### src/rtl/core/seismic_channel_block_decoder_defines.svh
// assertion macros shared by the channel block decoder modules
`ifndef SEISMIC_CHANNEL_BLOCK_DECODER_DEFINES_SVH
`define SEISMIC_CHANNEL_BLOCK_DECODER_DEFINES_SVH

`ifndef SYNTHESIS

// same-cycle implication, checked at every rising clk edge outside reset
`define SCBD_ASSERT_IMPL(lbl, ante, cons) \
  lbl: assert property (@(posedge clk) disable iff (rst) (ante) |-> (cons)) \
    else $error("scbd assertion failed");

// next-cycle implication
`define SCBD_ASSERT_NEXT(lbl, ante, cons) \
  lbl: assert property (@(posedge clk) disable iff (rst) (ante) |=> (cons)) \
    else $error("scbd assertion failed");

`else

`define SCBD_ASSERT_IMPL(lbl, ante, cons)
`define SCBD_ASSERT_NEXT(lbl, ante, cons)

`endif

`endif

### src/rtl/core/scbd_pkg.sv
// shared types and constants of the channel block decoder
package scbd_pkg;

  localparam logic [11:0] MAX_RATE_RESET = 12'd1000;
  localparam int unsigned QUEUE_DEPTH = 4;

  localparam logic [1:0] KIND_HEADER = 2'd0;
  localparam logic [1:0] KIND_SAMPLE = 2'd1;
  localparam logic [1:0] KIND_ERROR  = 2'd2;

  localparam logic [1:0] ERR_NONE       = 2'd0;
  localparam logic [1:0] ERR_OVER_MAX   = 2'd1;
  localparam logic [1:0] ERR_BAD_SIZE   = 2'd2;
  localparam logic [1:0] ERR_ZERO_COUNT = 2'd3;

  typedef enum logic [1:0] {
    OP_HEADER,
    OP_ERROR,
    OP_SAMPLE
  } op_t;

  // one classified work unit handed from front to back
  typedef struct packed {
    op_t         op;
    logic [15:0] channel;
    logic [11:0] count;
    logic [14:0] bytes;
    logic [11:0] index;
    logic        first;
    logic [31:0] value;
    logic        pair;
    logic [3:0]  nib2;
    logic        last1;
    logic        last2;
    logic [1:0]  err;
  } entry_t;

endpackage

### src/rtl/core/seismic_channel_block_decoder.sv
// Channel block decoder: takes one stream byte per cycle while its internal
// queue has room and gives one result per cycle while out_stall is low. A
// nibble-coded difference byte yields two samples and so stays at the head of
// the queue until the result stage has given out both, which then limits the
// sustained rate for nibble blocks. A result reaches the output through the
// queue and the registered result stage after its last byte. max_rate is loaded
// through cfg_wr_en/cfg_wr_data and resets to 1000.

module seismic_channel_block_decoder #(
  parameter int unsigned QUEUE_DEPTH = scbd_pkg::QUEUE_DEPTH
) (
  input  logic               clk,
  input  logic               rst,
  input  logic               cfg_wr_en,
  input  logic [11:0]        cfg_wr_data,
  input  logic               in_valid,
  output logic               in_stall,
  input  logic [7:0]         data_byte,
  output logic               out_valid,
  input  logic               out_stall,
  output logic [1:0]         kind,
  output logic [15:0]        channel,
  output logic [11:0]        sample_count,
  output logic [14:0]        block_bytes,
  output logic [11:0]        sample_index,
  output logic signed [31:0] sample_value,
  output logic [1:0]         error_code,
  output logic               last
);

  logic [11:0]      max_rate;
  logic             q_full, push, pop, q_valid;
  scbd_pkg::entry_t push_entry, q_entry;

  always_ff @(posedge clk) begin
    if (rst) begin
      max_rate <= scbd_pkg::MAX_RATE_RESET;
    end else if (cfg_wr_en) begin
      max_rate <= cfg_wr_data;
    end
  end

  scbd_front u_front (
    .clk        (clk),
    .rst        (rst),
    .in_valid   (in_valid),
    .in_stall   (in_stall),
    .data_byte  (data_byte),
    .max_rate   (max_rate),
    .q_full     (q_full),
    .push       (push),
    .push_entry (push_entry)
  );

  scbd_queue #(
    .DEPTH (QUEUE_DEPTH)
  ) u_queue (
    .clk        (clk),
    .rst        (rst),
    .push       (push),
    .push_entry (push_entry),
    .full       (q_full),
    .pop        (pop),
    .q_valid    (q_valid),
    .q_entry    (q_entry)
  );

  scbd_back u_back (
    .clk          (clk),
    .rst          (rst),
    .q_valid      (q_valid),
    .q_entry      (q_entry),
    .pop          (pop),
    .out_valid    (out_valid),
    .out_stall    (out_stall),
    .kind         (kind),
    .channel      (channel),
    .sample_count (sample_count),
    .block_bytes  (block_bytes),
    .sample_index (sample_index),
    .sample_value (sample_value),
    .error_code   (error_code),
    .last         (last)
  );

endmodule

### src/rtl/core/scbd_front.sv
// front end: byte assembly, header checks and classification into queue entries
`include "seismic_channel_block_decoder_defines.svh"

module scbd_front (
  input  logic                clk,
  input  logic                rst,
  input  logic                in_valid,
  output logic                in_stall,
  input  logic [7:0]          data_byte,
  input  logic [11:0]         max_rate,
  input  logic                q_full,
  output logic                push,
  output scbd_pkg::entry_t    push_entry
);

  typedef enum logic [1:0] {
    PH_HEADER,
    PH_FIRST,
    PH_DIFF
  } phase_t;

  phase_t      phase, phase_next;
  logic [1:0]  byte_pos, byte_pos_next;
  logic [31:0] word, word_next;
  logic [15:0] channel, channel_next;
  logic [3:0]  size_code, size_code_next;
  logic [11:0] rate, rate_next;
  logic [11:0] pos, pos_next;
  logic [14:0] blk, blk_next;

  logic        accept;
  logic [31:0] word_shift;
  logic        fin1, fin2;
  logic [2:0]  bp_inc;
  logic [31:0] diff_ext;
  logic [11:0] hdr_rate;
  logic [3:0]  hdr_code;
  logic [11:0] hdr_rm1;
  logic [14:0] hdr_mul;
  logic [14:0] hdr_bytes;
  scbd_pkg::entry_t ent;

  assign accept     = in_valid && !q_full;
  assign in_stall   = q_full;
  assign word_shift = {word[23:0], data_byte};
  assign fin1       = ({1'b0, pos} + 13'd1) >= {1'b0, rate};
  assign fin2       = ({1'b0, pos} + 13'd2) >= {1'b0, rate};
  assign bp_inc     = {1'b0, byte_pos} + 3'd1;

  // sign extend the assembled difference by its byte count
  always_comb begin
    case (size_code)
      4'd1:    diff_ext = {{24{word_shift[7]}}, word_shift[7:0]};
      4'd2:    diff_ext = {{16{word_shift[15]}}, word_shift[15:0]};
      4'd3:    diff_ext = {{8{word_shift[23]}}, word_shift[23:0]};
      default: diff_ext = word_shift;
    endcase
  end

  // block size of the header being completed
  assign hdr_rate = word_shift[11:0];
  assign hdr_code = word_shift[15:12];
  assign hdr_rm1  = hdr_rate - 12'd1;

  always_comb begin
    case (hdr_code)
      4'd0:    hdr_mul = {4'b0, hdr_rate[11:1]};
      4'd1:    hdr_mul = {3'b0, hdr_rm1};
      4'd2:    hdr_mul = {2'b0, hdr_rm1, 1'b0};
      4'd3:    hdr_mul = {3'b0, hdr_rm1} + {2'b0, hdr_rm1, 1'b0};
      4'd4:    hdr_mul = {1'b0, hdr_rm1, 2'b0};
      default: hdr_mul = '0; // only used by a valid block with a count of one
    endcase
  end

  assign hdr_bytes = hdr_mul + 15'd8;

  always_comb begin
    phase_next     = phase;
    byte_pos_next  = byte_pos;
    word_next      = word;
    channel_next   = channel;
    size_code_next = size_code;
    rate_next      = rate;
    pos_next       = pos;
    blk_next       = blk;
    push           = 1'b0;

    ent         = '0;
    ent.op      = scbd_pkg::OP_SAMPLE;
    ent.channel = channel;
    ent.count   = rate;
    ent.bytes   = blk;
    ent.index   = pos;
    ent.err     = scbd_pkg::ERR_NONE;

    if (accept) begin
      if (phase == PH_DIFF && size_code == 4'd0) begin
        // nibble pair: high nibble first, low one dropped if the block ends
        push      = 1'b1;
        ent.value = {{28{data_byte[7]}}, data_byte[7:4]};
        ent.last1 = fin1;
        if (fin1) begin
          pos_next   = pos + 12'd1;
          phase_next = PH_HEADER;
        end else begin
          ent.pair  = 1'b1;
          ent.nib2  = data_byte[3:0];
          ent.last2 = fin2;
          pos_next  = pos + 12'd2;
          if (fin2) begin
            phase_next = PH_HEADER;
          end
        end
      end else begin
        word_next = word_shift;
        unique case (phase)
          PH_DIFF: begin
            if ({1'b0, bp_inc} < size_code) begin
              byte_pos_next = bp_inc[1:0];
            end else begin
              push          = 1'b1;
              ent.value     = diff_ext;
              ent.last1     = fin1;
              pos_next      = pos + 12'd1;
              byte_pos_next = '0;
              word_next     = '0;
              if (fin1) begin
                phase_next = PH_HEADER;
              end
            end
          end
          PH_HEADER: begin
            if (byte_pos != 2'd3) begin
              byte_pos_next = byte_pos + 2'd1;
            end else begin
              byte_pos_next  = '0;
              word_next      = '0;
              channel_next   = word_shift[31:16];
              size_code_next = hdr_code;
              rate_next      = hdr_rate;
              pos_next       = '0;
              blk_next       = hdr_bytes;
              push           = 1'b1;
              ent.channel    = word_shift[31:16];
              ent.count      = hdr_rate;
              ent.index      = '0;
              ent.bytes      = '0;
              ent.last1      = 1'b1;
              ent.op         = scbd_pkg::OP_ERROR;
              if (hdr_rate == 12'd0) begin
                ent.err = scbd_pkg::ERR_ZERO_COUNT;
              end else if (hdr_rate != 12'd1 && hdr_rate > max_rate) begin
                ent.err = scbd_pkg::ERR_OVER_MAX;
              end else if (hdr_rate != 12'd1 && hdr_code > 4'd4) begin
                ent.err = scbd_pkg::ERR_BAD_SIZE;
              end else begin
                ent.op     = scbd_pkg::OP_HEADER;
                ent.bytes  = hdr_bytes;
                ent.last1  = 1'b0;
                phase_next = PH_FIRST;
              end
            end
          end
          PH_FIRST: begin
            if (byte_pos != 2'd3) begin
              byte_pos_next = byte_pos + 2'd1;
            end else begin
              byte_pos_next = '0;
              word_next     = '0;
              push          = 1'b1;
              ent.first     = 1'b1;
              ent.value     = word_shift;
              ent.last1     = fin1;
              pos_next      = pos + 12'd1;
              phase_next    = fin1 ? PH_HEADER : PH_DIFF;
            end
          end
          default: begin
            phase_next = PH_HEADER;
          end
        endcase
      end
    end
  end

  assign push_entry = ent;

  always_ff @(posedge clk) begin
    if (rst) begin
      phase     <= PH_HEADER;
      byte_pos  <= '0;
      word      <= '0;
      channel   <= '0;
      size_code <= '0;
      rate      <= '0;
      pos       <= '0;
      blk       <= '0;
    end else begin
      phase     <= phase_next;
      byte_pos  <= byte_pos_next;
      word      <= word_next;
      channel   <= channel_next;
      size_code <= size_code_next;
      rate      <= rate_next;
      pos       <= pos_next;
      blk       <= blk_next;
    end
  end

  // multi-byte differences only run with a legal size code
  `SCBD_ASSERT_IMPL(a_diff_byte_pos, (phase == PH_DIFF && size_code != 4'd0),
                    (({2'b0, byte_pos} < size_code) && size_code <= 4'd4))

endmodule

### src/rtl/core/scbd_queue.sv
// small flop queue between the front and back ends
`include "seismic_channel_block_decoder_defines.svh"

module scbd_queue #(
  parameter int unsigned DEPTH = scbd_pkg::QUEUE_DEPTH
) (
  input  logic             clk,
  input  logic             rst,
  input  logic             push,
  input  scbd_pkg::entry_t push_entry,
  output logic             full,
  input  logic             pop,
  output logic             q_valid,
  output scbd_pkg::entry_t q_entry
);

  localparam int unsigned PW = (DEPTH > 1) ? $clog2(DEPTH) : 1;
  localparam int unsigned CW = $clog2(DEPTH + 1);
  localparam logic [PW-1:0] LAST_SLOT = PW'(DEPTH - 1);

  scbd_pkg::entry_t slots [DEPTH];
  logic [PW-1:0]    wptr, rptr;
  logic [CW-1:0]    count;
  logic             do_push, do_pop;

  assign full    = count == CW'(DEPTH);
  assign q_valid = count != '0;
  assign q_entry = slots[rptr];
  assign do_push = push && !full;
  assign do_pop  = pop && q_valid;

  always_ff @(posedge clk) begin
    if (do_push) begin
      slots[wptr] <= push_entry;
    end
  end

  always_ff @(posedge clk) begin
    if (rst) begin
      wptr  <= '0;
      rptr  <= '0;
      count <= '0;
    end else begin
      if (do_push) begin
        wptr <= (wptr == LAST_SLOT) ? '0 : wptr + PW'(1);
      end
      if (do_pop) begin
        rptr <= (rptr == LAST_SLOT) ? '0 : rptr + PW'(1);
      end
      case ({do_push, do_pop})
        2'b10:   count <= count + CW'(1);
        2'b01:   count <= count - CW'(1);
        default: count <= count;
      endcase
    end
  end

  `SCBD_ASSERT_IMPL(a_no_overflow, push, !full)
  `SCBD_ASSERT_IMPL(a_no_underflow, pop, q_valid)

endmodule

### src/rtl/core/scbd_back.sv
// back end: sample accumulation and the registered result stage
`include "seismic_channel_block_decoder_defines.svh"

module scbd_back (
  input  logic                clk,
  input  logic                rst,
  input  logic                q_valid,
  input  scbd_pkg::entry_t    q_entry,
  output logic                pop,
  output logic                out_valid,
  input  logic                out_stall,
  output logic [1:0]          kind,
  output logic [15:0]         channel,
  output logic [11:0]         sample_count,
  output logic [14:0]         block_bytes,
  output logic [11:0]         sample_index,
  output logic signed [31:0]  sample_value,
  output logic [1:0]          error_code,
  output logic                last
);

  logic [31:0] acc;
  logic        half;
  logic        can_load, load;
  logic [31:0] sum1, sum2;

  assign can_load = !out_valid || !out_stall;
  assign load     = can_load && q_valid;
  // a nibble pair stays at the queue head until its second sample goes out
  assign pop      = load && (!q_entry.pair || half);

  assign sum1 = q_entry.first ? q_entry.value : acc + q_entry.value;
  assign sum2 = acc + {{28{q_entry.nib2[3]}}, q_entry.nib2};

  always_ff @(posedge clk) begin
    if (rst) begin
      out_valid <= 1'b0;
      half      <= 1'b0;
      acc       <= '0;
    end else begin
      if (can_load) begin
        out_valid <= q_valid;
      end
      if (load) begin
        channel      <= q_entry.channel;
        sample_count <= q_entry.count;
        block_bytes  <= q_entry.bytes;
        error_code   <= q_entry.err;
        unique case (q_entry.op)
          scbd_pkg::OP_SAMPLE: begin
            kind <= scbd_pkg::KIND_SAMPLE;
            if (!half) begin
              acc          <= sum1;
              sample_value <= sum1;
              sample_index <= q_entry.index;
              last         <= q_entry.last1;
              half         <= q_entry.pair;
            end else begin
              acc          <= sum2;
              sample_value <= sum2;
              sample_index <= q_entry.index + 12'd1;
              last         <= q_entry.last2;
              half         <= 1'b0;
            end
          end
          scbd_pkg::OP_HEADER: begin
            kind         <= scbd_pkg::KIND_HEADER;
            sample_value <= '0;
            sample_index <= '0;
            last         <= 1'b0;
          end
          scbd_pkg::OP_ERROR: begin
            kind         <= scbd_pkg::KIND_ERROR;
            sample_value <= '0;
            sample_index <= '0;
            last         <= 1'b1;
          end
          default: begin
            kind         <= scbd_pkg::KIND_ERROR;
            sample_value <= '0;
            sample_index <= '0;
            last         <= 1'b1;
          end
        endcase
      end
    end
  end

  // second half of a pair only while that pair heads the queue
  `SCBD_ASSERT_IMPL(a_half_on_pair, half,
                    q_valid && q_entry.pair && q_entry.op == scbd_pkg::OP_SAMPLE)

endmodule

### config.mk
export PLATFORM = sky130hd
export DESIGN_NAME = seismic_channel_block_decoder
export DESIGN_NICKNAME = d
export VERILOG_FILES = /design/src/rtl/core/scbd_pkg.sv /design/src/rtl/core/seismic_channel_block_decoder.sv /design/src/rtl/core/scbd_front.sv /design/src/rtl/core/scbd_queue.sv /design/src/rtl/core/scbd_back.sv
export VERILOG_INCLUDE_DIRS = /design/src /design/src/rtl/core
export SDC_FILE = /design/constraint.sdc
export NUM_CORES = 1
export LEC_CHECK = 0
export BUFFER_PORTS_ARGS = -buffer_cell sky130_fd_sc_hd__buf_4
export CORE_ASPECT_RATIO = 1.75
export CORE_MARGIN = 8
export CORE_UTILIZATION = 30
export DETAILED_ROUTE_END_ITERATION = 6
export PLACE_DENSITY = 0.5
export SETUP_SLACK_MARGIN = 0.05
export SLEW_MARGIN = 10
export SYNTH_ARGS = -nofsm -noshare
export SYNTH_HDL_FRONTEND = slang
export SYNTH_HIERARCHICAL = 1
export SYNTH_SLANG_ARGS = --single-unit
### constraint.sdc
create_clock -name clk -period 6.6 [get_ports clk]
set_input_delay 1.32 -clock clk [delete_from_list [all_inputs] [get_ports clk]]
set_output_delay 1.32 -clock clk [all_outputs]
set_load 0.05 [all_outputs]
Word level (Yosys, flattened, before mapping) --
Memory sizes are Yosys's and may differ from the RTL's. A register that Yosys moved wholly into a read port is not among the register bits. Index checks and enable logic that the tools add are counted.
Word-level totals: memories 1, memory bits (writable) 396, logic and storage cells 182, bits of input ports 25, register bits 232
Operators by class: eq/ne operators 25, muxes and demuxes 78, reduce and logical (&&, ||, !) cells 31, bitwise gates (word level) 3, magnitude comparators 5, $add $sub $neg 16
Memories:
- u_queue.slots | depth 4, bits a word 99, rd ports 1, clocked after Yosys merged registers in 1, write ports 1, line scbd_queue.sv:21 | scbd_pkg::entry_t slots [DEPTH];
Operators by type and width (number):
- 32-bit 2-to-1 mux | 4
- 57-bit 2-to-1 mux | 2
- 99-bit 2-to-1 mux | 1
- 32-bit case mux with 3 select lines | 1
- 12-bit 2-to-1 mux | 6
- 14-bit case mux with 5 select lines | 1
- 32-bit adder | 2
- 32-bit case mux with 2 select lines | 1
- 58-bit 2-to-1 mux | 1
- 2-bit 2-to-1 mux | 24
- 24-bit 2-to-1 mux | 2
- 24-bit case mux with 2 select lines | 1
- 15-bit 2-to-1 mux | 3
- 12-bit case mux with 3 select lines | 1
- 33-bit 2-to-1 mux | 1
- 13-bit by 12-bit >= comparator with 1-bit output | 2
- 12-bit by 1-bit adder with 12-bit output, second input constant | 2
- 1-bit 2-to-1 mux | 20
- 3-bit by 2-bit inequality test with 1-bit output, second input constant | 6
- 4-bit by 2-bit == test with 1-bit output, second input constant | 4
- 15-bit by 4-bit adder with 15-bit output, second input constant | 1
- 12-bit by 13-bit adder with 14-bit output | 1
- 12-bit by 1-bit adder with 13-bit output, second input constant | 1
- 12-bit by 2-bit adder with 13-bit output, second input constant | 1
- 40 further kinds | 69

Logic depth before layout (Yosys ltp) --
Gate-level depths: netlist (run 1).
depth after elaboration 11, gate-level depth with buffers 19

Modules after synthesis --
The synthesis (run 1) kept the hierarchy.
Modules (own cells, without submodules):
- scbd_queue | area an instance 14744.1 µm², cells each 571, instances 1
- scbd_back | area an instance 8663.3 µm², cells each 935, instances 1
- scbd_front | area an instance 7946.4 µm², cells each 1112, instances 1
- seismic_channel_block_decoder | area an instance 444.2 µm², cells each 39, instances 1

Worst setup path after synthesis (run 1) --
No wires, ideal clock.
kind input to register, from in rst, to reg u_back.block_bytes[0] (enable), setup time 0.543 ns, data arrival time 5.517 ns, path buffers 2, stages 3, slack 0.540 ns, cell sequence buf_4 clkbuf_1 nor2_1
On the way: word-level cells in the longest chain between the ends 2
Ends and longest elaborated chain:
- start, declared | line seismic_channel_block_decoder.sv:13 | input logic rst,
- 1-bit inverter (no line)
- 2-bit AND reduction (no line)
- end signal, assigned | line scbd_back.sv:47 | block_bytes <= q_entry.bytes;
- end, declared | line scbd_back.sv:15 | output logic [14:0] block_bytes,
Every way passes these cells. A chain may end at the register's enable or synchronous reset.

==> qor.yml, run 1 <==
finish:
  drive_above_1_share: 0.1584
  num-nets-final: 2877
  fill_cells: 10455
  area_growth_pct: 13.43
  utilization: 0.3417
critical_path:
  cp_slowest_stage_delay_ns: 0.59
  r2r_start: "u_front/pos[0]$_SDFFE_PP0P_"
  endpoint: "u_queue/slots[2][67]$_DFFE_PP_"
  crit_required_ns: 7.03
  worstSetupPathType: "input port to register"
  cp-startpoint: "data_byte[0]"
  crit_path_start_kind: "input port"
  worst_path_max_delay_cell: "a221oi_1"
  crit_chain: "buf_4 -> inv_1 -> ha_1 -> nor3b_2 -> xnor2_1 -> inv_2 -> ha_1 -> a21o_1 -> o22ai_1 -> a221oi_1 -> a32oi_1 -> mux2i_1 -> nand3_1 -> nand3_2 -> nor4_2 -> a31oi_1 -> o31ai_2"
  crit_arrival_ns: 6.11
  critical_path_peak_fanout: 16
  crit_top_cell: "ha_1"
  rr_worst_depth: 9
  end_kind: "register"
  regToRegSetupSlack_ns: 1.62
  timing.rr.end: "u_queue/slots[2][5]$_DFFE_PP_"
yosys:
  ys_seq_area_frac: 0.5502
  synth_edf_count: 488
  synth_top_family_by_area: "compound AO/OA/AOI/OAI gates"
  synthXorXnorAreaFrac: 0.02361
  yosysWarnings: 6
  synthMuxAreaShare: 0.08346
  ys_types: 120
  netlist_top_cells_area: "edfxtp_1 46%, dfxtp_1 8.9%, mux4_2 7.0%"
  synth_compound_area_frac: 0.1369
  synthesis.area_sq_um: 31800
  yosysTopAreaCell: "edfxtp_1"
  avgSynthCellArea_sq_um: 11.97
  syn_inst: 2657
  synthTopCellsByCount: "488 x edfxtp_1, 281 x nand2_1, 212 x nor2_1, 176 x a21oi_1, 142 x dfxtp_1"
  synth_ff_type: "edfxtp_1"
  yosys.area_share.simple: 0.1201
  synth_nets: 2814
  synth-adder-area-share: 0.05288
  synthArstFlopShare: 0
  yosysMostFrequentCell: "edfxtp_1"
  yosysTopAreaCellShare: 0.4608
  synth-seq-cells: 630
floorplanning:
  row_count: 158
  die_width_microns: 262.1
  start_util: 0.3012
  core_area_sq_um: 105600
  num_io_pins: 119
  die_y_microns: 446.7
  die_area_sq_um: 117100
route:
  wl_met1_microns: 35270
  vias_per_cell: 5.225
  drt-initial-drc-count: 1372
  routed-via-count: 21589
  ant_nets: 0
  dr_wl_met2_microns: 47800
  route.met3.wl_microns: 3171
  drc: 0
  wl_microns: 89340
  top_layer_used: "met4"
  drt_pass1_iterations: 5
  routedWlPerCell_microns: 21.62
global_routing:
  grt_usage: 0.1502
  grt_max_degree: 63
  antenna_found_initial: 1
  gr-total-overflow: 0
  grt_pass1_vias: 22272
  grt_pass1_wl_microns: 136400
timing:
  hold_slack_ns: 0.4626
  hold_violations: 0
  maxSlewHeadroom: 0.2265
  max_freq_mhz: 176.1
  finalMaxSlewViolations: 0
  setup_violations: 0
  rsz0062_at_grt: "false"
  tightestPinTransition_ns: 1.148
  finalClockSkew_ns: 0.02240
  fin_crit_sh: 0.8604
  fin_setup_tns_ns: 0
  min_period_ns: 5.678
cts:
  cts_root_buffer: "clkbuf_16"
  postCtsResizedCells: 0
  cts_max_path_buffers: 3
  htreeDepth: 2
  post_cts_buffers: 0
  cts_sinks: 630
  holdBufCountCts: 0
  numCtsBuffers: 60
  tritoncts: "yes"
  path_clk_slew_ns: 0.07
  clk_latency_ns: 0.65
power:
  p_per_area_nw_per_um2: 228.6
  power.total_mw: 8.246
  ir_drop_mv: 0.1986
  p_leak_nw: 12.39
placed_design:
  place_hpwl_microns: 62460
  place_congestion: 0.8581
  io_buffer_count: 118
min_path:
  hold_class: "register to register"
run_status:
  status: "complete, no violations"
flow_run:
  cap_violations: 0
## layer usage
layer	track usage	up-vias
met5	0	-
met4	0.05492	0
met3	0.01810	129
met2	0.2845	483
met1	0.1699	10779
li1	-	10198
## how the worst min path moves through the flow
stage | startpoint | end | slack (ns) | depth (start not counted)
after floorplan | u_front/blk[4]$_SDFFE_PP0P_ | u_front/blk[4]$_SDFFE_PP0P_ | 0.43 | 2
after global placement | u_front/blk[0]$_SDFFE_PP0P_ | u_front/blk[0]$_SDFFE_PP0P_ | 0.44 | 2
after detailed placement | u_front/channel[5]$_SDFFE_PP0P_ | u_front/channel[5]$_SDFFE_PP0P_ | 0.46 | 2
after CTS | u_front/channel[5]$_SDFFE_PP0P_ | u_front/channel[5]$_SDFFE_PP0P_ | 0.46 | 2
after global routing | u_front/channel[3]$_SDFFE_PP0P_ | u_front/channel[3]$_SDFFE_PP0P_ | 0.49 | 2
final | u_front/channel[8]$_SDFFE_PP0P_ | u_front/channel[8]$_SDFFE_PP0P_ | 0.46 | 2
## layout by cell type (no fill, tap or decap), drive strengths merged, types with 77 or more instances in the layout
master | Yosys | final
clkbuf | 105 | 77
edfxtp | 488 | 488
dfxtp | 142 | 142
ha | 128 | 128
inv | 84 | 88
nor2 | 213 | 213
mux4 | 99 | 99
o21ai | 115 | 115
a21oi | 181 | 181
buf | 51 | 157
nand2 | 281 | 281
## flip-flops by register name, indices dropped and copies added (netlist names), 3 cells and up, named ones only
| name | count |
|---|---|
| u_back/acc | 32 |
| u_back/block_bytes | 15 |
| u_front/word | 24 |
| u_queue/slots | 396 |
| u_front/pos | 12 |
| u_front/rate | 12 |
| u_back/channel | 16 |
| u_queue/count | 3 |
| u_back/sample_index | 12 |
| u_back/sample_count | 12 |
| u_front/size_code | 4 |
| u_back/sample_value | 32 |
| u_front/channel | 16 |
| u_front/blk | 15 |
| max_rate | 12 |
## logic make-up (layout without fill, tap and decap cells)
group,count (synthesis),in the layout
muxes,139,139
and+or+nand+nor,796,796
other,0,1
xor gates and xnor gates,84,84
adders and majority gates,132,132
buffers and inverters,242,356
DFF,630,630
AOI/OAI and AO/OA,634,634
## metrics by stage
step,setup slack [ns],cell area [sq um],instances
3_5_place_dp,0.3187,34060,4018
2_1_floorplan,0.5399,31800,2657
4_1_cts,0.9398,36070,4131
5_1_grt,0.4942,36070,4132
6_report,0.9217,36070,4132
3_3_place_gp,0.4385,34060,4018
## area by class of cell
type	instances	area [sq um]	area share
repair buffers	157	1229	0.03406
multi-input cells	1785	13300	0.3688
diodes	1	2.502	0.00006938
well taps	1360	1702	0.04718
inverters	86	322.8	0.008950
clock buffers	77	1597	0.04426
clock inverters	36	407.9	0.01131
flip-flops and latches	630	17510	0.4853
## where the power goes
part | internal (mW) | leakage, nW | total [mW] | switching (mW)
logic | 0.138 | 6.02 | 0.411 | 0.273
clock network | 2.03 | 0.971 | 3.57 | 1.54
registers | 4.24 | 5.39 | 4.26 | 0.0224
total | 6.41 | 12.4 | 8.25 | 1.84
## worst max-delay path, delay by kind of cell
family | cells | cell delay (ns)
AO/OA/AOI/OAI | 6 | 1.70
AND/OR/NAND/NOR | 4 | 1.15
adder cells (fa/ha/maj) | 2 | 0.90
buffers and inverters | 3 | 0.56
XOR/XNOR | 1 | 0.28
multiplexers | 1 | 0.18
No activity file was read; power rests on OpenSTA's default activity.
==> run 2: changes to the inputs <==
Settings changed: CORE_UTILIZATION 30 to 25, PLACE_DENSITY 0.5 to 0.44, TNS_END_PERCENT from default to 1.
==> run 2 against run 1 <==
  * Via count down 0.58%
  * Global-route usage is 1.8 points lower
  * Final cell count up 7.4%
  * Largest power group unchanged
==> qor.yml, run 2 (synthesis results as in run 1) <==
power:
  switching_power_mw: 1.910  # +3.8%
  combPwrFrac: 0.049  # about the same
  p_sw_frac: 0.2305  # +0.007485
  p_per_area_nw_per_um2: 226.8  # -0.78%
  ir_drop_mv: 0.2025  # +2.0%
  pwr-share-clk: 0.436  # +0.003
  p_leak_nw: 12.43  # +0.35%
  seqPwrFrac: 0.515  # -0.002
  internal_power_mw: 6.375  # -0.50%
finish:
  utilization: 0.2884  # -0.05324
  final_cell_mix: "488 x edfxtp_1, 281 x nand2_1, 209 x nor2_1"
  design_area_sq_um: 36520  # +1.3%
  layout_commonest_cell: "edfxtp_1"
  drive_above_1_share: 0.1619  # +0.003434
  fill_cells: 12976  # +24%
  regArea_sq_um: 17510  # unchanged
  multi_input_area_sq_um: 13300  # about the same
  largest_register_ffs: 396  # unchanged
  reg_top3: "u_queue/slots (396), u_back/acc (32), u_back/sample_value (32)"
  area_growth_pct: 14.86
  num-nets-final: 2878  # +0.035%
  fin_cells: 4437  # +7.4%
  top_register: "u_queue/slots"
global_routing:
  grt_max_degree: 85  # +35%
  antenna_found_initial: 1  # unchanged
  grt_pass1_vias: 22303  # +0.14%
  grt_pass1_wl_microns: 142300  # +4.3%
  gr-total-overflow: 0  # unchanged
  grt_usage: 0.1321  # -0.01809
route:
  route.met3.wl_microns: 3039  # -4.2%
  drt-initial-drc-count: 1039  # -24%
  wl_met1_microns: 37930  # +7.5%
  routed-via-count: 21464  # -0.58%
  top_layer_used: "met4"
  wl_microns: 94480  # +5.7%
  routedWlPerCell_microns: 21.29  # -1.5%
  drt_pass1_iterations: 7  # +2
  drc: 0  # unchanged
  vias_per_cell: 4.838  # -7.4%
  dr_wl_met2_microns: 50040  # +4.7%
  ant_nets: 0  # unchanged
timing:
  min_period_ns: 5.553  # -0.1255 ns
  maxSlewHeadroom: 0.2351  # +0.008634
  rsz0062_at_grt: "false"
  hold_violations: 0  # unchanged
  finalMaxSlewViolations: 0  # unchanged
  fin_setup_tns_ns: 0  # unchanged
  finalClockSkew_ns: 0.03639  # +0.01399 ns
  fin_crit_sh: 0.8413  # -0.01902
  setup_violations: 0  # unchanged
  max_freq_mhz: 180.1  # +2.3%
  tightestPinTransition_ns: 1.135  # -0.01282 ns
  setup_ws_ns: 1.047  # +0.1255 ns
critical_path:
  timing.rr.end: "u_back/sample_value[31]$_SDFFCE_PN0P_"
  worst_path_max_delay_cell: "or3b_1"
  critical_path_peak_fanout: 16  # unchanged
  crit_chain: "buf_4 -> inv_1 -> ha_1 -> or3b_1 -> o31ai_4 -> nand2_1 -> ha_1 -> o31ai_1 -> a311oi_1 -> a221oi_4 -> or4_1 -> a21oi_1 -> or2_1 -> and3_1 -> nand2_1 -> o21ai_1"
  worstSetupPathType: "input port to register"
  regToRegSetupSlack_ns: 1.78  # +0.16 ns
  crit_family: "simple AND/OR/NAND/NOR gates"
  end_kind: "register"
  crit_arrival_ns: 6.02  # -0.09 ns
  cp_num_buf_inv: 2  # -1
  crit_path_start_kind: "input port"
  rr_worst_depth: 10  # +1
  cp_slowest_stage_delay_ns: 0.60  # about the same
  crit_required_ns: 7.07  # +0.04 ns
run_status:
  status: "complete, no violations"
floorplanning:
  row_count: 173  # +9.5%
  start_util: 0.2511  # -0.05010
  num_io_pins: 119  # unchanged
  die_y_microns: 487.8  # +9.2%
  core_area_sq_um: 126600  # +20%
  die_width_microns: 285.6  # +9.0%
  die_area_sq_um: 139300  # +19%
cts:
  cts_sinks: 630  # unchanged
  path_clk_slew_ns: 0.07  # about the same
  tritoncts: "yes"
  holdBufCountCts: 0  # unchanged
  clk_latency_ns: 0.67  # +0.02 ns
  cts_root_buffer: "clkbuf_16"
  post_cts_buffers: 0  # unchanged
  numCtsBuffers: 61  # +1.7%
  cts_max_path_buffers: 3  # unchanged
  htreeDepth: 2  # unchanged
  postCtsResizedCells: 0  # unchanged
placed_design:
  place_ws_ns: 0.4279  # +0.1093 ns
  io_buffer_count: 118  # unchanged
  post_dp_cell_area_sq_um: 34460  # +1.2%
  place_inst: 4320  # +7.5%
  place_hpwl_microns: 65500  # +4.9%
  place_congestion: 0.8575  # about the same
min_path:
  worstHoldStart: "u_front/blk[4]$_SDFFE_PP0P_"
  hold_path_end: "u_front/blk[4]$_SDFFE_PP0P_"
  hold_class: "register to register"
  holdPathStages: 2  # unchanged
flow_run:
  cap_violations: 0  # unchanged
==> run 2: cell count changes in the layout (fill, tap and decap cells not counted), sizes merged <==
cell | previous run | this run
clkbuf | 77 | 84
bufinv | 8 | 3
inv | 88 | 90
clkinv | 22 | 21
==> run 2: worst max path at each step <==
stage,startpoint,end,slack [ns],cells after the start
after detailed placement,data_byte[0],u_queue/slots[1][68]$_DFFE_PP_,0.43,16
after global placement,data_byte[0],u_queue/slots[1][68]$_DFFE_PP_,0.50,16
after floorplan,rst,u_back/block_bytes[0]$_DFFE_PP_,0.54,3
after CTS,data_byte[0],u_queue/slots[1][67]$_DFFE_PP_,1.13,17
after global routing,data_byte[0],u_queue/slots[3][67]$_DFFE_PP_,0.65,17
final,data_byte[0],u_queue/slots[0][68]$_DFFE_PP_,1.05,16
==> run 2: power by group through the flow <==
stage	Combinational [mW]	Clock (mW)	Sequential (mW)
after floorplan	0.272	0	4.35
after global placement	0.409	0	4.36
after detailed placement	0.408	0	4.36
after CTS	0.411	3.77	4.27
after global routing	0.442	3.90	4.27
final	0.405	3.61	4.27
==> run 2: through the flow <==
stage / hold WS, ns / power (mW)
floorplan: 0.4332 / 4.620
finish: 0.4621 / 8.284
CTS: 0.4605 / 8.445
detailed placement: 0.4506 / 4.764
global route: 0.4813 / 8.606
global placement: 0.4422 / 4.765
==> run 2: layout make-up <==
cell class | count | area share
Sequential cell | 630 | 0.4793
Multi-Input combinational cell | 1785 | 0.3642
Tap cell | 1662 | 0.05694
Clock buffer | 84 | 0.04806
Timing Repair Buffer | 157 | 0.03433
Inverter | 86 | 0.008838
Clock inverter | 32 | 0.008324
Antenna cell | 1 | 0.00006851
==> run 2: per-layer routing <==
layer,track usage,vias to the layer above
met5,0,-
met4,0.04984,0
met3,0.01546,140
met2,0.2490,389
met1,0.1508,10716
li1,-,10219
==> run 2: worst register-to-register path, delay by kind of cell, from the launching register on <==
family | cells | cell delay, ns
flops | 1 | 0.69
fa+ha+maj | 1 | 0.64
mux | 1 | 0.76
compound gates | 4 | 1.25
simple gates | 4 | 1.23
